**src/sv/rdc_pkg.sv**
```systemverilog
// Shared constants and types of the radix digit converter.
`default_nettype none
package rdc_pkg;

  localparam int unsigned VALUE_W   = 64;  // input value width
  localparam int unsigned NIB_W     = 4;   // bits handled per datapath cycle
  localparam int unsigned NIBBLES   = VALUE_W / NIB_W;
  localparam int unsigned NIB_CNT_W = $clog2(NIBBLES);
  localparam int unsigned REM_W     = 5;   // remainder below a divisor of at most 16
  localparam int unsigned DIGIT_W   = 4;
  localparam int unsigned RADIX_W   = 6;

  localparam logic signed [RADIX_W-1:0] RESET_RADIX = 6'sd10;
  localparam logic [RADIX_W-1:0]        MIN_RADIX   = 6'd2;

  // Commands from the sequencer to the serial datapath.
  typedef struct packed {
    logic load;       // take a new magnitude
    logic start_div;  // run one division pass, top nibble first
    logic start_inc;  // run one increment pass, low nibble first
  } dp_cmd_t;

  // Status of the serial datapath.
  typedef struct packed {
    logic             busy;
    logic             done;  // one-cycle pulse after the last nibble of a pass
    logic             nz;    // quotient of the last division pass is nonzero
    logic [REM_W-1:0] rem;   // remainder of the last division pass
  } dp_status_t;

endpackage
`default_nettype wire

```
**src/sv/radix_digit_converter_top.sv**
```systemverilog
// Top level of the radix digit converter: sequencer, digit store and output register.
`default_nettype none
// Converts a signed 64-bit value into digits of the signed radix held in the
// configuration register (magnitude 2..MAX_RADIX, reset 10), most significant
// digit first, one output transaction per digit, the final one marked by
// last_digit_o. A radix outside that range gives one transaction with
// bad_radix_o set and digit 0. Zero gives the single digit 0. At most
// MAX_DIGITS low digits are kept. One value is converted at a time: each digit
// costs one nibble-serial division pass, plus an increment pass when the
// running value is negative and the remainder nonzero, and a negative input
// adds one negation pass up front. Read-out from the digit store then passes
// through S_READ and S_EMIT for each digit.
module radix_digit_converter_top import rdc_pkg::*; #(
  parameter int unsigned MAX_DIGITS = 64,
  parameter int unsigned MAX_RADIX  = 16
) (
  input  wire logic                      clk_i,
  input  wire logic                      rst_ni,
  // configuration
  input  wire logic                      cfg_valid_i,
  output logic                           cfg_ready_o,
  input  wire logic signed [RADIX_W-1:0] radix_i,
  // input channel
  input  wire logic                      in_valid_i,
  output logic                           in_stall_o,
  input  wire logic signed [VALUE_W-1:0] value_i,
  // output channel
  output logic                           out_valid_o,
  input  wire logic                      out_stall_i,
  output logic             [DIGIT_W-1:0] digit_o,
  output logic                           last_digit_o,
  output logic                           bad_radix_o
);

  localparam int unsigned AW = $clog2(MAX_DIGITS);
  localparam int unsigned CW = $clog2(MAX_DIGITS + 1);

  typedef enum logic [6:0] {
    S_IDLE = 7'b0000001,
    S_NEG  = 7'b0000010,
    S_DIV  = 7'b0000100,
    S_INC  = 7'b0001000,
    S_READ = 7'b0010000,
    S_EMIT = 7'b0100000,
    S_ERR  = 7'b1000000
  } state_e;

  state_e state_q, state_d;

  logic signed [RADIX_W-1:0] radix_q;
  logic                      neg_q, neg_d;
  logic [CW-1:0]             count_q, count_d;
  logic [AW-1:0]             rd_idx_q, rd_idx_d;

  logic               out_valid_q, out_valid_d;
  logic [DIGIT_W-1:0] digit_q, digit_d;
  logic               last_q, last_d;
  logic               bad_q, bad_d;

  dp_cmd_t    dp_cmd;
  dp_status_t dp_st;
  logic [VALUE_W-1:0] dp_load_data;

  logic               ram_we;
  logic [DIGIT_W-1:0] ram_wdata;
  logic [DIGIT_W-1:0] ram_rdata;

  // radix magnitude and validity
  logic               radix_neg;
  logic [RADIX_W-1:0] radix_mag;
  logic               radix_bad;

  assign radix_neg = radix_q[RADIX_W-1];
  assign radix_mag = radix_neg ? RADIX_W'(-radix_q) : RADIX_W'(radix_q);
  assign radix_bad = (radix_mag < MIN_RADIX) || (radix_mag > RADIX_W'(MAX_RADIX));

  // digit from the remainder of a finished division pass
  logic             fix_up;
  logic [REM_W-1:0] digit_full;
  logic [CW-1:0]    count_inc;
  logic             quo_nz;
  logic             more;

  assign fix_up     = neg_q && (dp_st.rem != '0);
  assign digit_full = fix_up ? (radix_mag[REM_W-1:0] - dp_st.rem) : dp_st.rem;
  assign count_inc  = count_q + CW'(1);
  assign quo_nz     = dp_st.nz || fix_up;
  assign more       = quo_nz && (count_inc < CW'(MAX_DIGITS));

  logic in_accept;
  logic out_free;

  assign in_accept = in_valid_i && state_q == S_IDLE;
  assign out_free  = !out_valid_q || !out_stall_i;

  always_comb begin
    state_d      = state_q;
    neg_d        = neg_q;
    count_d      = count_q;
    rd_idx_d     = rd_idx_q;
    dp_cmd       = '0;
    dp_load_data = value_i[VALUE_W-1] ? ~value_i : value_i;
    ram_we       = 1'b0;
    ram_wdata    = digit_full[DIGIT_W-1:0];
    out_valid_d  = out_valid_q && out_stall_i;
    digit_d      = digit_q;
    last_d       = last_q;
    bad_d        = bad_q;

    unique case (state_q)
      S_IDLE: begin
        if (in_accept) begin
          if (radix_bad) begin
            state_d = S_ERR;
          end else begin
            dp_cmd.load = 1'b1;
            neg_d       = value_i[VALUE_W-1];
            count_d     = '0;
            if (value_i[VALUE_W-1]) begin
              // two's complement magnitude: inverted word plus one
              dp_cmd.start_inc = 1'b1;
              state_d          = S_NEG;
            end else begin
              dp_cmd.start_div = 1'b1;
              state_d          = S_DIV;
            end
          end
        end
      end
      S_NEG: begin
        if (dp_st.done) begin
          dp_cmd.start_div = 1'b1;
          state_d          = S_DIV;
        end
      end
      S_DIV: begin
        if (dp_st.done) begin
          ram_we  = 1'b1;
          count_d = count_inc;
          neg_d   = quo_nz && (neg_q != radix_neg);
          if (more) begin
            if (fix_up) begin
              // quotient of the raised value is one more
              dp_cmd.start_inc = 1'b1;
              state_d          = S_INC;
            end else begin
              dp_cmd.start_div = 1'b1;
            end
          end else begin
            rd_idx_d = count_q[AW-1:0];
            state_d  = S_READ;
          end
        end
      end
      S_INC: begin
        if (dp_st.done) begin
          dp_cmd.start_div = 1'b1;
          state_d          = S_DIV;
        end
      end
      S_READ: begin
        state_d = S_EMIT;
      end
      S_EMIT: begin
        if (out_free) begin
          out_valid_d = 1'b1;
          digit_d     = ram_rdata;
          last_d      = (rd_idx_q == '0);
          bad_d       = 1'b0;
          if (rd_idx_q == '0) begin
            state_d = S_IDLE;
          end else begin
            rd_idx_d = rd_idx_q - AW'(1);
            state_d  = S_READ;
          end
        end
      end
      S_ERR: begin
        if (out_free) begin
          out_valid_d = 1'b1;
          digit_d     = '0;
          last_d      = 1'b1;
          bad_d       = 1'b1;
          state_d     = S_IDLE;
        end
      end
      default: begin
        state_d = S_IDLE;
      end
    endcase
  end

  always_ff @(posedge clk_i or negedge rst_ni) begin
    if (!rst_ni) begin
      state_q     <= S_IDLE;
      radix_q     <= RESET_RADIX;
      neg_q       <= 1'b0;
      count_q     <= '0;
      rd_idx_q    <= '0;
      out_valid_q <= 1'b0;
    end else begin
      state_q     <= state_d;
      neg_q       <= neg_d;
      count_q     <= count_d;
      rd_idx_q    <= rd_idx_d;
      out_valid_q <= out_valid_d;
      if (cfg_valid_i) begin
        radix_q <= radix_i;
      end
    end
  end

  always_ff @(posedge clk_i) begin
    digit_q <= digit_d;
    last_q  <= last_d;
    bad_q   <= bad_d;
  end

  rdc_dp u_dp (
    .clk_i       (clk_i),
    .rst_ni      (rst_ni),
    .cmd_i       (dp_cmd),
    .load_data_i (dp_load_data),
    .divisor_i   (radix_mag[REM_W-1:0]),
    .status_o    (dp_st)
  );

  rdc_ram #(
    .WIDTH (DIGIT_W),
    .DEPTH (MAX_DIGITS)
  ) u_store (
    .clk_i   (clk_i),
    .we_i    (ram_we),
    .waddr_i (count_q[AW-1:0]),
    .wdata_i (ram_wdata),
    .raddr_i (rd_idx_q),
    .rdata_o (ram_rdata)
  );

  assign cfg_ready_o  = 1'b1;
  assign in_stall_o   = (state_q != S_IDLE);
  assign out_valid_o  = out_valid_q;
  assign digit_o      = digit_q;
  assign last_digit_o = last_q;
  assign bad_radix_o  = bad_q;

endmodule
`default_nettype wire

```
**src/sv/rdc_ram.sv**
```systemverilog
// Generic single-port-write, registered-read RAM.
`default_nettype none
module rdc_ram #(
  parameter int unsigned WIDTH = 4,
  parameter int unsigned DEPTH = 64
) (
  input  wire logic                     clk_i,
  input  wire logic                     we_i,
  input  wire logic [$clog2(DEPTH)-1:0] waddr_i,
  input  wire logic [WIDTH-1:0]         wdata_i,
  input  wire logic [$clog2(DEPTH)-1:0] raddr_i,
  output logic      [WIDTH-1:0]         rdata_o
);

  logic [WIDTH-1:0] mem_q [DEPTH];
  logic [WIDTH-1:0] rdata_q;

  always_ff @(posedge clk_i) begin
    if (we_i) begin
      mem_q[waddr_i] <= wdata_i;
    end
    rdata_q <= mem_q[raddr_i];
  end

  assign rdata_o = rdata_q;

endmodule
`default_nettype wire

```
**src/sv/rdc_dp.sv**
```systemverilog
// Nibble-serial datapath: long division by a small divisor and increment.
`default_nettype none
module rdc_dp import rdc_pkg::*; (
  input  wire logic               clk_i,
  input  wire logic               rst_ni,
  input  wire dp_cmd_t            cmd_i,
  input  wire logic [VALUE_W-1:0] load_data_i,
  input  wire logic [REM_W-1:0]   divisor_i,
  output dp_status_t              status_o
);

  logic [VALUE_W-1:0]   mag_q, mag_d;
  logic [REM_W-1:0]     rem_q, rem_d;
  logic                 nz_q, nz_d;
  logic                 carry_q, carry_d;
  logic                 inc_mode_q, inc_mode_d;
  logic                 busy_q, busy_d;
  logic                 done_q, done_d;
  logic [NIB_CNT_W-1:0] nib_cnt_q, nib_cnt_d;

  // Four restoring steps on the top nibble.
  logic [REM_W-1:0] div_rem;
  logic [NIB_W-1:0] div_quo;
  logic [REM_W:0]   trial;

  always_comb begin
    div_rem = rem_q;
    div_quo = '0;
    trial   = '0;
    for (int i = NIB_W - 1; i >= 0; i--) begin
      trial = {div_rem, mag_q[VALUE_W - NIB_W + i]};
      if (trial >= {1'b0, divisor_i}) begin
        trial      = trial - {1'b0, divisor_i};
        div_quo[i] = 1'b1;
      end
      div_rem = trial[REM_W-1:0];
    end
  end

  logic [NIB_W:0] inc_sum;
  assign inc_sum = {1'b0, mag_q[NIB_W-1:0]} + {{NIB_W{1'b0}}, carry_q};

  always_comb begin
    mag_d      = mag_q;
    rem_d      = rem_q;
    nz_d       = nz_q;
    carry_d    = carry_q;
    inc_mode_d = inc_mode_q;
    busy_d     = busy_q;
    done_d     = 1'b0;
    nib_cnt_d  = nib_cnt_q;

    if (cmd_i.load) begin
      mag_d = load_data_i;
    end

    if (cmd_i.start_div) begin
      busy_d     = 1'b1;
      inc_mode_d = 1'b0;
      rem_d      = '0;
      nz_d       = 1'b0;
      nib_cnt_d  = '0;
    end else if (cmd_i.start_inc) begin
      busy_d     = 1'b1;
      inc_mode_d = 1'b1;
      carry_d    = 1'b1;
      nib_cnt_d  = '0;
    end else if (busy_q) begin
      if (inc_mode_q) begin
        // rotate right; the word is back in place after a full pass
        mag_d   = {inc_sum[NIB_W-1:0], mag_q[VALUE_W-1:NIB_W]};
        carry_d = inc_sum[NIB_W];
      end else begin
        // quotient nibbles enter at the bottom as the dividend leaves the top
        mag_d = {mag_q[VALUE_W-NIB_W-1:0], div_quo};
        rem_d = div_rem;
        nz_d  = nz_q | (div_quo != '0);
      end
      nib_cnt_d = nib_cnt_q + NIB_CNT_W'(1);
      if (nib_cnt_q == NIB_CNT_W'(NIBBLES - 1)) begin
        busy_d = 1'b0;
        done_d = 1'b1;
      end
    end
  end

  always_ff @(posedge clk_i or negedge rst_ni) begin
    if (!rst_ni) begin
      busy_q     <= 1'b0;
      done_q     <= 1'b0;
      inc_mode_q <= 1'b0;
      nib_cnt_q  <= '0;
    end else begin
      busy_q     <= busy_d;
      done_q     <= done_d;
      inc_mode_q <= inc_mode_d;
      nib_cnt_q  <= nib_cnt_d;
    end
  end

  always_ff @(posedge clk_i) begin
    mag_q   <= mag_d;
    rem_q   <= rem_d;
    nz_q    <= nz_d;
    carry_q <= carry_d;
  end

  assign status_o.busy = busy_q;
  assign status_o.done = done_q;
  assign status_o.nz   = nz_q;
  assign status_o.rem  = rem_q;

endmodule
`default_nettype wire

```
**config.mk**
```make
export PLATFORM = sky130hd
export DESIGN_NAME = radix_digit_converter_top
export DESIGN_NICKNAME = d
export VERILOG_FILES = /design/src/sv/rdc_pkg.sv /design/src/sv/radix_digit_converter_top.sv /design/src/sv/rdc_ram.sv /design/src/sv/rdc_dp.sv
export SDC_FILE = /design/constraint.sdc
export NUM_CORES = 1
export LEC_CHECK = 0
export BUFFER_PORTS_ARGS = -buffer_cell sky130_fd_sc_hd__buf_2
export CAP_MARGIN = 25
export CORE_UTILIZATION = 55
export CTS_BUF_LIST = sky130_fd_sc_hd__clkbuf_16
export CTS_CLUSTER_DIAMETER = 150
export DETAILED_ROUTE_END_ITERATION = 8
export GPL_ROUTABILITY_DRIVEN = 0
export PLACE_DENSITY = 0.73
export SYNTH_ARGS = -nofsm -noshare
export SYNTH_HDL_FRONTEND = slang
export SYNTH_SLANG_ARGS = --single-unit
export TNS_END_PERCENT = 20
```
**constraint.sdc**
```tcl
create_clock -name clk_i -period 12.4 [get_ports clk_i]
set_clock_uncertainty 0.05 [all_clocks]
set_input_delay 1.86 -clock clk_i [delete_from_list [all_inputs] [get_ports clk_i]]
set_output_delay 1.86 -clock clk_i [all_outputs]
set_load 0.02 [all_outputs]
```
==> impl_metrics.tcl <==
set metrics [dict create \
    rr_worst_depth 36 \
    layout.nets 1544 \
    max_slew_margin_pct 35.29 \
    drive_above_1_share_pct 18.35 \
    cp_max_fo 9 \
    worstSetupPathType "reg -> reg" \
    muxShareOfSynthArea_pct 15.09 \
    h-tree-depth 2 \
    leakage_nw 7.142 \
    ys_seq_area_share_pct 58.18 \
    synth_edf_count 263 \
    cts_resized 0 \
    start_kind "flip-flop" \
    path_common_cell "a21oi_1" \
    setup_violations 0 \
    io_buffers 82 \
    initial_core_util_pct 55.88 \
    rsz0062_at_grt "no" \
    peakVddDrop_v 0.0003091 \
    cp.required_ps 12730 \
    ys_types 69 \
    syn_nets 1492 \
    grt-ovfl-total 0 \
    wl_per_cell_um 20.09 \
    root_buffer "clkbuf_16" \
    synth_area_per_cell_um2 12.74 \
    yosys.area_share.simple_pct 8.742 \
    antenna_found_initial 0 \
    area_growth_pct 11.94 \
    cts_made_buffers 38 \
    dieArea_um2 32780 \
    worst_pin_slew_ps 970.6 \
    synth_warnings 0 \
    min_period_ps 9014 \
    syn_area_um2 17630 \
    grt_pass1_wl_um 59550 \
    grtUsageMet2_pct 37.22 \
    crit_family "compound AO/OA/AOI/OAI gates" \
    synth_ff_type "edfxtp_1" \
    core-area_um2 31560 \
    powerDensity_nw_per_um2 291.2 \
    via_per_inst 5.925 \
    drt_iter0_drc 1006 \
    cts_setup_buffers 0 \
    mostFrequentLayoutCell "edfxtp_1" \
    min_period_over_period_pct 72.70 \
    die_w_um 181.1 \
    fmax_mhz 110.9 \
    track_usage_pct 23.23 \
    vias 11067 \
    whs_ps 458.6 \
    hold_end "digit_o[2]" \
    routed_wl_um 37520 \
    rrSetupSlack_ps 3390 \
    r2r_start "radix_q[0]" \
    clkLatencyLatePin_ps 530 \
    ant_nets 0 \
    first_global_vias 10762 \
    async_reset_ff_share_pct 9.409 \
    grt_max_degree 130 \
    cp_num_buf_inv 3 \
    drc 0 \
    netlist_instances 1384 \
    n_antenna_cell 0 \
    dr.pass1.iters 5 \
    grt_util_met3_pct 3.487 \
    clockBufferDepth 3 \
    arrival_ps 9350 \
    num_rows 65 \
    ios 84 \
    setup_tns_ps 0 \
    grt_use_met1_pct 33.85 \
    min_path_cells 1 \
    synth_top_family_by_area "multiplexers" \
    cp_slowest_cell "mux2i_1" \
    maxCapViolCount 0 \
    clk_pin_slew_ps 60 \
    synth_seq_cells 372 \
    finalMaxSlewViolations 0 \
    regToRegEndpoint "u_dp.rem_q[2]" \
    critical_path.max_stage_delay_ps 690 \
    cts.sinks 372 \
    die_y_um 181.1 \
    hold_viol 0 \
    hold_class "reg -> reg" \
    dpl.hpwl_um 23990 \
    min_from "u_store.rdata_o[2]" \
    status "complete, no violations" \
    synthAdderAreaFrac_pct 2.746 \
    yosys.area_share.xor_xnor_pct 4.428 \
    synth_compound_area_share_pct 8.316 \
    layout_common_cells "edfxtp_1 (263), o21ai_0 (161), nand2_1 (159), nor2_1 (118), buf_2 (82)" \
    tritoncts "built" \
    postCtsHoldBufs 0 \
    busiest_layer "met2" \
    critPathCaptureType "flip-flop" \
]
-- how the worst max path moves through the flow --
stage	from	to	cells after the start
2_1_floorplan	radix_q[1]	u_dp.rem_q[2]	34
3_3_place_gp	radix_q[0]	u_dp.rem_q[2]	36
3_5_place_dp	radix_q[0]	u_dp.rem_q[2]	36
4_1_cts	radix_q[0]	u_dp.rem_q[2]	36
5_1_grt	radix_q[0]	u_dp.rem_q[2]	36
6_report	radix_q[0]	u_dp.rem_q[2]	36
-- logic make-up after synthesis --
| kind of cell | Yosys count |
|---|---|
| multiplexers | 168 |
| AO/OA/AOI/OAI | 251 |
| XOR/XNOR | 87 |
| other | 1 |
| buffers and inverters | 114 |
| adder cells (fa/ha/maj) | 36 |
| flip-flops | 372 |
| AND/OR/NAND/NOR | 355 |
-- synth_stat cells (4+ instances only) --
library cell / n / area [µm²]
dfxtp_1: 74 / 1481
nor4_1: 6 / 37.54
or3_1: 4 / 25.02
nor3b_1: 4 / 30.03
nor2_1: 118 / 442.9
nand3_1: 14 / 70.07
nor2b_1: 4 / 25.02
edfxtp_1: 263 / 7898
nand2b_1: 4 / 25.02
dfrtp_1: 32 / 800.8
ha_1: 28 / 350.3
a31oi_1: 4 / 25.02
a211oi_1: 4 / 30.03
fa_1: 5 / 100.1
nand4b_1: 4 / 35.03
xor2_1: 11 / 96.34
nand3b_1: 8 / 60.06
a22oi_1: 4 / 30.03
nor3_1: 9 / 45.04
mux2_2: 12 / 135.1
buf_1: 13 / 48.80
mux4_2: 77 / 1734
a21oi_1: 35 / 175.2
and2_1: 7 / 43.79
clkbuf_1: 66 / 247.7
o21ai_0: 163 / 815.8
nand2_1: 160 / 600.6
inv_1: 30 / 112.6
xnor2_1: 75 / 656.9
a21o_1: 11 / 82.58
mux2i_1: 79 / 790.8
-- sequential cells by signal (all words and copies together) (netlist names), 4 cells and up --
| signal | cells |
|---|---|
| count_q | 7 |
| digit_o | 4 |
| radix_q | 6 |
| rd_idx_q | 6 |
| state_q | 7 |
| u_dp.mag_q | 64 |
| u_dp.nib_cnt_q | 4 |
| u_dp.rem_q | 5 |
| u_store.mem_q | 256 |
| u_store.rdata_o | 4 |
-- final cells by class --
class                   instances  area, µm²
fillers                      2349      11820
flip-flops and latches        372      10270
multi-input cells             898       7000
clock buffers                  39      975.9
repair buffers                 95      560.5
well taps                     402      503.0
clock inverters                31      312.8
inverters                      31      118.9
-- report_power, final --
group / switching [mW] / internal (mW)
Combinational: 1.50 / 1.13
Clock: 0.473 / 0.700
Sequential: 0.203 / 1.74
Total: 2.18 / 3.57
-- metrics by stage --
step | utilization (%) | cell area (µm²) | cells | worst slack, ps | power (mW)
floorplan | - | 17630 | 1384 | 4537 | 3.966
global placement | 58.22 | 18370 | 1794 | 3686 | 4.473
detailed placement | 58.29 | 18400 | 1796 | 3494 | 4.576
CTS | 62.38 | 19680 | 1866 | 3476 | 5.750
global route | 62.55 | 19740 | 1868 | 2711 | 6.120
finish | 62.55 | 19740 | 1868 | 3386 | 5.749
-- worst reg2reg max path: cells and delay by family, from the launching register on --
| kind | cells | cell delay [ps] |
|---|---|---|
| compound gates | 14 | 3020 |
| buf+inv | 3 | 500 |
| fa+ha+maj | 6 | 2280 |
| mux | 4 | 1500 |
| flops | 1 | 510 |
| simple gates | 9 | 1040 |
-- layer usage --
metal	up-vias	share of wire, %
met5	-	0
met4	0	1.5
met3	41	6.4
met2	330	48
met1	5475	45
li1	5221	-
No activity file was read; power rests on OpenSTA's default activity.
